<file path="src/rtl/pfxev_pkg.sv">
`timescale 1ns / 1ps

package pfxev_pkg;

  localparam logic [7:0] CH_ZERO = 8'h30;
  localparam logic [7:0] CH_ADD  = 8'h2B;
  localparam logic [7:0] CH_SUB  = 8'h2D;
  localparam logic [7:0] CH_MUL  = 8'h2A;
  localparam logic [7:0] CH_DIV  = 8'h2F;

  typedef struct packed {
    logic [7:0] token_char;
    logic       final_token;
  } tok_t;

  typedef struct packed {
    logic signed [31:0] value;
    logic               last_of_run;
    logic               stack_was_empty;
    logic               divide_by_zero_seen;
    logic               overflow_seen;
  } res_t;

  // controller -> datapath
  typedef struct packed {
    logic load;
    logic pop;
    logic cap_a;
    logic cap_b;
    logic exec;
    logic div_step;
    logic div_fin;
    logic push;
    logic out_load;
    logic clear;
  } cmd_t;

  // datapath -> controller
  typedef struct packed {
    logic is_op;
    logic div_run;
    logic fin;
    logic div_last;
    logic cnt_zero;
    logic out_free;
  } sts_t;

endpackage

</file>
<file path="src/rtl/pfxev_ctrl.sv">
`timescale 1ns / 1ps

module pfxev_ctrl (
  input  logic              clk_i,
  input  logic              rst_ni,
  input  logic              in_valid_i,
  output logic              in_ready_o,
  input  pfxev_pkg::sts_t   sts_i,
  output pfxev_pkg::cmd_t   cmd_o
);

  localparam logic [3:0] S_IDLE    = 4'd0;
  localparam logic [3:0] S_DISP    = 4'd1;
  localparam logic [3:0] S_POP1    = 4'd2;
  localparam logic [3:0] S_POP2    = 4'd3;
  localparam logic [3:0] S_POP3    = 4'd4;
  localparam logic [3:0] S_EXEC    = 4'd5;
  localparam logic [3:0] S_DIV     = 4'd6;
  localparam logic [3:0] S_DIVFIN  = 4'd7;
  localparam logic [3:0] S_PUSH    = 4'd8;
  localparam logic [3:0] S_DRN_RD  = 4'd9;
  localparam logic [3:0] S_DRN_OUT = 4'd10;

  logic [3:0] state_q, state_d;

  always_ff @(posedge clk_i or negedge rst_ni) begin
    if (!rst_ni) begin
      state_q <= S_IDLE;
    end else begin
      state_q <= state_d;
    end
  end

  always_comb begin
    state_d    = state_q;
    cmd_o      = '0;
    in_ready_o = 1'b0;
    case (state_q)
      S_IDLE: begin
        in_ready_o = 1'b1;
        if (in_valid_i) begin
          cmd_o.load = 1'b1;
          state_d    = S_DISP;
        end
      end
      S_DISP: begin
        state_d = sts_i.is_op ? S_POP1 : S_PUSH;
      end
      S_POP1: begin
        cmd_o.pop = 1'b1;
        state_d   = S_POP2;
      end
      S_POP2: begin
        cmd_o.cap_a = 1'b1;
        cmd_o.pop   = 1'b1;
        state_d     = S_POP3;
      end
      S_POP3: begin
        cmd_o.cap_b = 1'b1;
        state_d     = S_EXEC;
      end
      S_EXEC: begin
        cmd_o.exec = 1'b1;
        state_d    = sts_i.div_run ? S_DIV : S_PUSH;
      end
      S_DIV: begin
        cmd_o.div_step = 1'b1;
        if (sts_i.div_last) begin
          state_d = S_DIVFIN;
        end
      end
      S_DIVFIN: begin
        cmd_o.div_fin = 1'b1;
        state_d       = S_PUSH;
      end
      S_PUSH: begin
        cmd_o.push = 1'b1;
        state_d    = sts_i.fin ? S_DRN_RD : S_IDLE;
      end
      S_DRN_RD: begin
        cmd_o.pop = 1'b1;
        state_d   = S_DRN_OUT;
      end
      S_DRN_OUT: begin
        if (sts_i.out_free) begin
          cmd_o.out_load = 1'b1;
          if (sts_i.cnt_zero) begin
            cmd_o.clear = 1'b1;
            state_d     = S_IDLE;
          end else begin
            state_d = S_DRN_RD;
          end
        end
      end
      default: begin
        state_d = S_IDLE;
      end
    endcase
  end

endmodule

</file>
<file path="src/rtl/pfxev_dp.sv">
`timescale 1ns / 1ps

module pfxev_dp #(
  parameter int STACK_DEPTH = 32
) (
  input  logic              clk_i,
  input  logic              rst_ni,
  input  pfxev_pkg::tok_t   in_data_i,
  input  logic              out_ready_i,
  output logic              out_valid_o,
  output pfxev_pkg::res_t   out_data_o,
  input  pfxev_pkg::cmd_t   cmd_i,
  output pfxev_pkg::sts_t   sts_o
);

  localparam int CW = $clog2(STACK_DEPTH + 1);
  localparam int IW = $clog2(STACK_DEPTH);

  logic [31:0]      mem [STACK_DEPTH];
  logic [CW-1:0]    cnt_q;
  logic [CW-1:0]    cnt_m1;
  logic             full;
  logic             dz_q, ov_q;
  logic             hit_q;
  logic [31:0]      rd_q;
  pfxev_pkg::tok_t  tok_q;
  logic [31:0]      opa_q, opb_q, res_q;
  logic             out_vld_q;
  pfxev_pkg::res_t  out_q;

  logic             is_add, is_sub, is_mul, is_div, is_op;
  logic [31:0]      prod;
  logic [31:0]      digit;
  logic [31:0]      push_val;
  logic [31:0]      a_mag, b_mag;

  // restoring divider on magnitudes
  logic [31:0]      dv_rem_q, dv_quo_q, dv_den_q;
  logic             dv_neg_q;
  logic [4:0]       dv_cnt_q;
  logic [32:0]      dv_shift, dv_diff;

  assign cnt_m1 = cnt_q - CW'(1);
  assign full   = (cnt_q == CW'(STACK_DEPTH));

  assign is_add = (tok_q.token_char == pfxev_pkg::CH_ADD);
  assign is_sub = (tok_q.token_char == pfxev_pkg::CH_SUB);
  assign is_mul = (tok_q.token_char == pfxev_pkg::CH_MUL);
  assign is_div = (tok_q.token_char == pfxev_pkg::CH_DIV);
  assign is_op  = is_add | is_sub | is_mul | is_div;

  assign prod     = opa_q * opb_q;
  assign digit    = {24'd0, tok_q.token_char} - {24'd0, pfxev_pkg::CH_ZERO};
  assign push_val = is_op ? res_q : digit;
  assign a_mag    = opa_q[31] ? (32'd0 - opa_q) : opa_q;
  assign b_mag    = opb_q[31] ? (32'd0 - opb_q) : opb_q;

  assign dv_shift = {dv_rem_q, dv_quo_q[31]};
  assign dv_diff  = dv_shift - {1'b0, dv_den_q};

  assign sts_o.is_op    = is_op;
  assign sts_o.div_run  = is_div && (opb_q != 32'd0);
  assign sts_o.fin      = tok_q.final_token;
  assign sts_o.div_last = (dv_cnt_q == 5'd31);
  assign sts_o.cnt_zero = (cnt_q == '0);
  assign sts_o.out_free = !out_vld_q || out_ready_i;

  assign out_valid_o = out_vld_q;
  assign out_data_o  = out_q;

  // stack memory, registered read
  always_ff @(posedge clk_i) begin
    if (cmd_i.push && !full) begin
      mem[cnt_q[IW-1:0]] <= push_val;
    end
    if (cmd_i.pop) begin
      rd_q <= mem[cnt_m1[IW-1:0]];
    end
  end

  always_ff @(posedge clk_i or negedge rst_ni) begin
    if (!rst_ni) begin
      cnt_q     <= '0;
      dz_q      <= 1'b0;
      ov_q      <= 1'b0;
      hit_q     <= 1'b0;
      out_vld_q <= 1'b0;
      dv_cnt_q  <= '0;
    end else begin
      if (cmd_i.pop) begin
        // popping an empty stack yields zero
        hit_q <= (cnt_q != '0);
        if (cnt_q != '0) begin
          cnt_q <= cnt_m1;
        end
      end
      if (cmd_i.push) begin
        if (full) begin
          ov_q <= 1'b1;
        end else begin
          cnt_q <= cnt_q + CW'(1);
        end
      end
      if (cmd_i.exec && is_div && (opb_q == 32'd0)) begin
        dz_q <= 1'b1;
      end
      if (cmd_i.exec) begin
        dv_cnt_q <= '0;
      end else if (cmd_i.div_step) begin
        dv_cnt_q <= dv_cnt_q + 5'd1;
      end
      if (cmd_i.out_load) begin
        out_vld_q <= 1'b1;
      end else if (out_ready_i) begin
        out_vld_q <= 1'b0;
      end
      if (cmd_i.clear) begin
        cnt_q <= '0;
        dz_q  <= 1'b0;
        ov_q  <= 1'b0;
      end
    end
  end

  always_ff @(posedge clk_i) begin
    if (cmd_i.load) begin
      tok_q <= in_data_i;
    end
    if (cmd_i.cap_a) begin
      opa_q <= hit_q ? rd_q : 32'd0;
    end
    if (cmd_i.cap_b) begin
      opb_q <= hit_q ? rd_q : 32'd0;
    end
    if (cmd_i.exec) begin
      if (is_add) begin
        res_q <= opa_q + opb_q;
      end else if (is_sub) begin
        res_q <= opa_q - opb_q;
      end else if (is_mul) begin
        res_q <= prod;
      end else begin
        res_q <= 32'd0;
      end
      dv_rem_q <= 32'd0;
      dv_quo_q <= a_mag;
      dv_den_q <= b_mag;
      dv_neg_q <= opa_q[31] ^ opb_q[31];
    end
    if (cmd_i.div_step) begin
      if (!dv_diff[32]) begin
        dv_rem_q <= dv_diff[31:0];
        dv_quo_q <= {dv_quo_q[30:0], 1'b1};
      end else begin
        dv_rem_q <= dv_shift[31:0];
        dv_quo_q <= {dv_quo_q[30:0], 1'b0};
      end
    end
    if (cmd_i.div_fin) begin
      res_q <= dv_neg_q ? (32'd0 - dv_quo_q) : dv_quo_q;
    end
    if (cmd_i.out_load) begin
      out_q.value               <= hit_q ? rd_q : 32'd0;
      out_q.last_of_run         <= (cnt_q == '0);
      out_q.stack_was_empty     <= !hit_q;
      out_q.divide_by_zero_seen <= dz_q;
      out_q.overflow_seen       <= ov_q;
    end
  end

endmodule

</file>
<file path="src/rtl/prefix_expression_evaluator.sv">
`timescale 1ns / 1ps

// Channel  Signals                          Beat
// in       in_valid_i/in_ready_o/in_data_i    one character, last character first
// out      out_valid_o/out_ready_i/out_data_o one drained stack value, top first
//
// Digit or other push: load, dispatch, push. + - *: load, dispatch, two pops,
// operand captures, execute, push. /: the same through the 32-step restoring
// divider; a zero divisor skips the divider. Each drained value takes a stack
// memory read, then an output register load. One item is worked on at a time.
// rst_ni clears the stack count and sticky flags; no clearing pass is needed.
// A stalled output holds the drain; the output register lets the final beat
// wait while the next character is taken.

module prefix_expression_evaluator #(
  parameter int STACK_DEPTH = 32
) (
  input  logic              clk_i,
  input  logic              rst_ni,
  input  logic              in_valid_i,
  output logic              in_ready_o,
  input  pfxev_pkg::tok_t   in_data_i,
  output logic              out_valid_o,
  input  logic              out_ready_i,
  output pfxev_pkg::res_t   out_data_o
);

  pfxev_pkg::cmd_t cmd;
  pfxev_pkg::sts_t sts;

  pfxev_ctrl u_ctrl (
    .clk_i      (clk_i),
    .rst_ni     (rst_ni),
    .in_valid_i (in_valid_i),
    .in_ready_o (in_ready_o),
    .sts_i      (sts),
    .cmd_o      (cmd)
  );

  pfxev_dp #(
    .STACK_DEPTH (STACK_DEPTH)
  ) u_dp (
    .clk_i       (clk_i),
    .rst_ni      (rst_ni),
    .in_data_i   (in_data_i),
    .out_ready_i (out_ready_i),
    .out_valid_o (out_valid_o),
    .out_data_o  (out_data_o),
    .cmd_i       (cmd),
    .sts_o       (sts)
  );

endmodule

</file>
<file path="config.mk">
export PLATFORM = sky130hd
export DESIGN_NAME = prefix_expression_evaluator
export DESIGN_NICKNAME = d
export VERILOG_FILES = /design/src/rtl/pfxev_pkg.sv /design/src/rtl/pfxev_ctrl.sv /design/src/rtl/pfxev_dp.sv /design/src/rtl/prefix_expression_evaluator.sv
export SDC_FILE = /design/constraint.sdc
export NUM_CORES = 2
export LEC_CHECK = 0
export BUFFER_PORTS_ARGS = -buffer_cell sky130_fd_sc_hd__buf_2
export CORE_MARGIN = 1.5
export CORE_UTILIZATION = 47
export CTS_BUF_LIST = sky130_fd_sc_hd__clkbuf_4
export DETAILED_ROUTE_END_ITERATION = 7
export PLACE_DENSITY = 0.66
export SKIP_LAST_GASP = 1
export SYNTH_ARGS = -nofsm -noshare
export SYNTH_HDL_FRONTEND = slang
export SYNTH_SLANG_ARGS = --single-unit
</file>
<file path="constraint.sdc">
create_clock -name clk_i -period 9.7 [get_ports clk_i]
set_clock_uncertainty 0.15 [all_clocks]
set_input_delay 1.455 -clock clk_i [delete_from_list [all_inputs] [get_ports clk_i]]
set_output_delay 1.455 -clock clk_i [all_outputs]
set_load 0.01 [all_outputs]
</file>
* After elaboration in Yosys (flattened, before gate mapping)
Memory sizes are Yosys's and may differ from the RTL's. A register that Yosys moved wholly into a read port is not among the register bits. Cells that the tools add are included.
Word-level totals: bits in writable memories 1024, memories kept 1, output and inout bits 38, bits in registers 257, input port bits 13
Memory list:
- u_dp.mem | words 32, bits a word 32, rd ports 1, clocked after Yosys merged registers in 1, wr ports 1, RTL line pfxev_dp.sv:19 | logic [31:0] mem [STACK_DEPTH];
Operators by class: equality and inequality tests 19, reduce and logical (&&, ||, !) cells 22, bitwise logic cells 4, add/sub/neg operators 10, multiply operators 1, multiplexer cells 53
Operators with widths (number):
- $mux W32 | 14
- $sub A1 B32 Y32 const A | 3
- $pmux W4 S11 | 1
- $sub A33 B32 Y33 | 1
- $add A32 B32 Y32 | 1
- $eq A8 B6 Y1 const B | 4
- $logic_not A32 Y1 | 1
- $mul A32 B32 Y32 | 1
- $reduce_bool A32 Y1 | 1
- $sub A32 B32 Y32 | 1
- $mux W31 | 1
- $mux W6 | 5
- $mux W4 | 7
- $mux W1 | 21
- $eq A4 B3 Y1 const B | 4
- $eq A4 B4 Y1 const B | 3
- $reduce_bool A2 Y1 | 6
- $mux W5 | 2
- $sub A8 B6 Y9 const B | 1
- $eq A4 B2 Y1 const B | 2
- $add A6 B1 Y6 const B | 1
- $eq A6 B6 Y1 const B | 1
- $logic_not A6 Y1 | 1
- $ne A2 B2 Y1 const B | 3
- other kinds (15) | 23

* Depth between registers and ports, before layout
depth in word-level cells 7, gate-level depth with buffers 28

* Hierarchy
Synthesis repeated with hierarchy kept, for this count alone.
Unflattened totals: cell total of the unflattened synthesis 5025, area total of the unflattened synthesis 72697.2 um2
By module, submodules not included:
- pfxev_dp | cells each 4972, area an instance 72271.8 um2, sequential area each 39232.6 um2, instances 1
- pfxev_ctrl | cells each 53, area an instance 425.4 um2, sequential area each 100.1 um2, instances 1

* Worst setup path after synthesis
OpenSTA, ideal clock, no wires.
path kind flip-flop to flip-flop, start point reg u_dp.opa_q[12], end point reg u_dp.res_q[31] (data pin), path slack 2.069 ns, required time 9.391 ns, data arrival time 7.322 ns, buffers on the path 2, stages on the path, launching flop included 26, clock period less this slack 7.631 ns, cell sequence edfxtp_1 > clkbuf_1 > clkbuf_1 > and2_1 > fa_1 > fa_1 > fa_1 > inv_1 > fa_1 > inv_1 > fa_1 > inv_1 > fa_1 > inv_1 > fa_1 > fa_1 > ha_1 > a21oi_1 > o211ai_1 > a221o_1 > a221o_1 > a41o_1 > o41ai_1 > xnor2_1 > nand2_1 > a22oi_1
On the way: word-level cells in the longest chain between the ends 6
Ends and longest elaborated chain:
- start: declaration | RTL line pfxev_dp.sv:27 | logic [31:0] opa_q, opb_q, res_q;
- start signal: assignment | RTL line pfxev_dp.sv:130 | opa_q <= hit_q ? rd_q : 32'd0;
- $mul A32 B32 Y32 | RTL line pfxev_dp.sv:52 | assign prod = opa_q * opb_q;
- $mux W32 | RTL line pfxev_dp.sv:140 | end else if (is_mul) begin
- $mux W32 | RTL line pfxev_dp.sv:138 | end else if (is_sub) begin
- $mux W32 (*) | RTL line pfxev_dp.sv:136 | if (is_add) begin
- $mux W32 (*) | RTL line pfxev_dp.sv:135 | if (cmd_i.exec) begin
- $mux W32 (*) | RTL line pfxev_dp.sv:159 | if (cmd_i.div_fin) begin
- end signal: assignment | RTL line pfxev_dp.sv:137 | res_q <= opa_q + opb_q;
- end signal: assignment | RTL line pfxev_dp.sv:139 | res_q <= opa_q - opb_q;
- end signal: assignment | RTL line pfxev_dp.sv:160 | res_q <= dv_neg_q ? (32'd0 - dv_quo_q) : dv_quo_q;
- end: declaration | RTL line pfxev_dp.sv:27
Mark *: on every way between the ends. The rest lies on a longest branch, timed or not. The select of a mux whose other input is x is not followed. A chain may end at the register's enable or synchronous reset.

* Worst setup path in the final report
start point reg u_dp.opb_q[9], end point reg u_dp.res_q[30] (data pin)
On the way: word-level cells in the longest chain between the ends 6
Ends and longest elaborated chain:
- start: declaration | RTL line pfxev_dp.sv:27
- start signal: assignment | RTL line pfxev_dp.sv:133 | opb_q <= hit_q ? rd_q : 32'd0;
- $mul A32 B32 Y32 | RTL line pfxev_dp.sv:52
- $mux W32 | RTL line pfxev_dp.sv:140
- $mux W32 | RTL line pfxev_dp.sv:138
- $mux W32 (*) | RTL line pfxev_dp.sv:136
- $mux W32 (*) | RTL line pfxev_dp.sv:135
- $mux W32 (*) | RTL line pfxev_dp.sv:159
Marks and branches as above.

==> reports/qor.txt <==
CTS Buffer Depth - 4
worst setup path class - reg -> reg
critical path peak fanout - 24
routed length per instance - 27.7 µm
Hold Violations, Final - 0
total I/O pin count - 51
critical path arrival - 9630 ps
Num Clock Sinks - 1,313
initial antenna violation count - 25
Buffers on Ports - 50
later-pin clock latency in the skew report - 1210 ps
Root Buffer - clkbuf_4
TritonRoute pass-1 iters - 6
TritonCTS Buffers - 344
CTS tree - done
fin crit share - 90.8%
status - completed
largest net degree at the start of global routing - 137
Final Max Tran Viols - 0
layout cell share with drive strength beyond 1 - 20.0%
grt total ovfl - 0
register clock-pin slew on the reported worst setup and hold paths - 70 ps
DRT Wirelength - 210,000 µm
DR iter-0 viols - 5,360
Post-Syn Area per Cell - 14.4 µm²
GRT Overall Usage - 26.9%
largest area contributor in the netlist - edfxtp_1
nets@finish - 5,954
RSZ-0062 raised after global routing - false
vias per cell - 5.96
Synth Warn # - 0
Worst-Margin Slew - 1410 ps
vias in the first global route - 45,785
maxcap violations - 0
Post-Syn Nets - 5,706
area of the core - 154,000 µm²
P&R area growth vs syn - 9.84%
drc violations - 0
DIE HEIGHT - 396 µm
TNS Setup - 0 ps
Antenna Nets Post-Route - 0
crit start category - register
Synth Register Bits - 1,313
first-pass GRT wire length - 307,000 µm
# setup viols final - 0
R2R setup slack - 900 ps
Placer Congestion - 0.984
Distinct cells, synth - 82
maximum clock rate - 114 MHz
area share of the largest cell type after synthesis - 53.5%
Initial Util - 47.2%
Post-synth EDFFs - 1,294
Post-CTS Setup Bufs - 0
part of the Yosys area used for sequential elements - 54.1%
Worst slew margin - 6.31%
HPWL after DPL - 138,000 µm
DIE WIDTH - 396 µm
Hold Crit Class - in -> reg
Post-synth ARST share - 1.45%
multi-input combinational cell area - 30,800 µm²
Die Area - 157,000 µm²
most area-consuming cells after synthesis - edfxtp_1, fa_1, mux4_2
# resized after CTS - 0
Mapped Area - 72,700 µm²
Synth Flop Type - edfxtp_1
Req. time, crit path - 10,520 ps
Cell Rows - 144
fin crit period - 8800 ps
Gate Count Post-Synth - 5,054
Worst setup EP type - register
Reg area - 39,300 µm²
H-tree depth - 5
vias after detailed routing - 45,134
Filler cells - 12,955
## stage by stage
step	instances	utilization (%)	hold WS, ps	setup slack [ps]	instance area (µm²)
detailed placement	6998	49.2	380	1100	75700
floorplan	5054	-	276	2070	72700
global route	7569	51.9	202	554	79800
CTS	7565	51.9	145	1010	79800
finish	7569	51.9	307	896	79800
global placement	6998	49.2	368	1150	75700
## final cells by class
cell class	count	area share [%]
sequential	1313	49.3
timing repair buffer	170	1.52
inverter	499	2.35
antenna	3	0.00940
clock inverter	89	0.578
tap	2044	3.20
clock buffer	477	4.49
multi-input combinational	2974	38.6
## Yosys cell counts (19+ instances only)
library cell / instances
clkbuf_1: 235
mux4_2: 320
nor3_1: 43
nor2b_1: 19
or3_1: 23
inv_1: 498
mux2i_1: 27
o21a_1: 24
and2_1: 298
dfrtp_1: 19
a21oi_1: 151
o21ai_0: 127
a21o_1: 61
xor2_1: 71
nand2b_1: 28
xnor2_1: 142
mux2_2: 32
a211oi_1: 20
o31ai_1: 28
nand3_1: 33
nand2_1: 372
edfxtp_1: 1294
ha_1: 228
nor2_1: 219
buf_1: 26
fa_1: 411
## sequential cells by signal, indices dropped and copies added (netlist names), 4 cells and up
| signal | flops |
|---|---|
| u_ctrl.state_q | 4 |
| u_dp.cnt_q | 6 |
| u_dp.rd_q | 32 |
| u_dp.out_data_o | 36 |
| u_dp.dv_quo_q | 32 |
| u_dp.tok_q | 8 |
| u_dp.dv_rem_q | 32 |
| u_dp.mem | 1024 |
| u_dp.opb_q | 32 |
| u_dp.dv_den_q | 32 |
| u_dp.dv_cnt_q | 5 |
| u_dp.res_q | 32 |
| u_dp.opa_q | 32 |
## worst max-delay path: stages, from the launching register on
cell and delay, ps:
edfxtp_1 1090, ha_1 370, inv_1 120, fa_1 370, inv_1 70, fa_1 430
fa_1 530, inv_1 50, fa_1 470, inv_1 50, fa_1 480, fa_1 570
fa_1 440, fa_1 450, ha_1 390, a21o_1 190, a21o_1 180, a21o_1 200
or3b_2 460, a21oi_1 420, o31ai_1 250, a2111oi_0 460, a41o_1 160, nand2_1 60
a22oi_1 150
## metal layers
metal | GRT usage (%) | up-vias | share of wire (%) | wire length (µm)
met5 | 0 | - | 0.056 | 118
li1 | - | 18980 | - | -
met2 | 39.0 | 2513 | 44 | 91600
met1 | 38.8 | 23191 | 41 | 86200
met4 | 12.6 | 18 | 4.7 | 9860
met3 | 6.01 | 432 | 11 | 22200
## cell usage in the layout, fill, tap and decap left out, types with 23 or more instances in the layout
cell / count
edfxtp_1: 1294
inv_1: 497
clkbuf_4: 477
fa_1: 411
nand2_1: 370
mux4_2: 320
and2_1: 297
ha_1: 227
nor2_1: 189
a21oi_1: 150
xnor2_1: 140
o21ai_0: 122
buf_4: 115
xor2_1: 69
clkinv_1: 67
a21o_1: 61
buf_2: 50
nor3_1: 40
nand3_1: 33
mux2_2: 32
nor2_4: 29
nand2b_1: 28
o31ai_1: 28
mux2i_1: 27
o21a_1: 24
or3_1: 23
## what timing repair did
item | CTS | global route
endpoints found under the hold margin | 19 | 0
hold buffers | 1 | 0
endpoints found under the setup margin | 0 | 0
## cell families (layout without fill, tap and decap cells)
family          count (synthesis)  after routing  share of synthesized area, %
xor+xnor                      213            213                          2.57
simple gates                 1123           1123                          7.64
other cells                     0              3                             0
mux                           379            379                          10.8
buf+inv                       767           1235                          3.99
compound gates                620            620                          5.64
fa+ha+maj                     639            639                          15.2
flops                        1313           1313                          54.1
## path summary, 6_finish.rpt
| check | from | to | cells past startpoint |
|---|---|---|---|
| worst max-delay path | u_dp.opb_q[9]$_DFFE_PP_ | u_dp.res_q[30]$_DFFE_PP_ | 24 |
| worst max register to register | u_dp.opb_q[9]$_DFFE_PP_ | u_dp.res_q[30]$_DFFE_PP_ | 24 |
| worst min-delay path | in_data_i[2] | u_dp.tok_q[2]$_DFFE_PP_ | 1 |
| worst min register to register | u_dp.dv_cnt_q[0]$_DFFE_PN0P_ | u_dp.dv_cnt_q[0]$_DFFE_PN0P_ | 1 |
| min in group asynchronous | rst_ni | u_dp.dv_cnt_q[1]$_DFFE_PN0P_ | 2 |
| max in group asynchronous | rst_ni | u_dp.cnt_q[0]$_DFF_PN0_ | 2 |
Power is left out: the tool's default activity adds up to more than one toggle a clock period on the data nets, which glitch-free logic cannot reach.
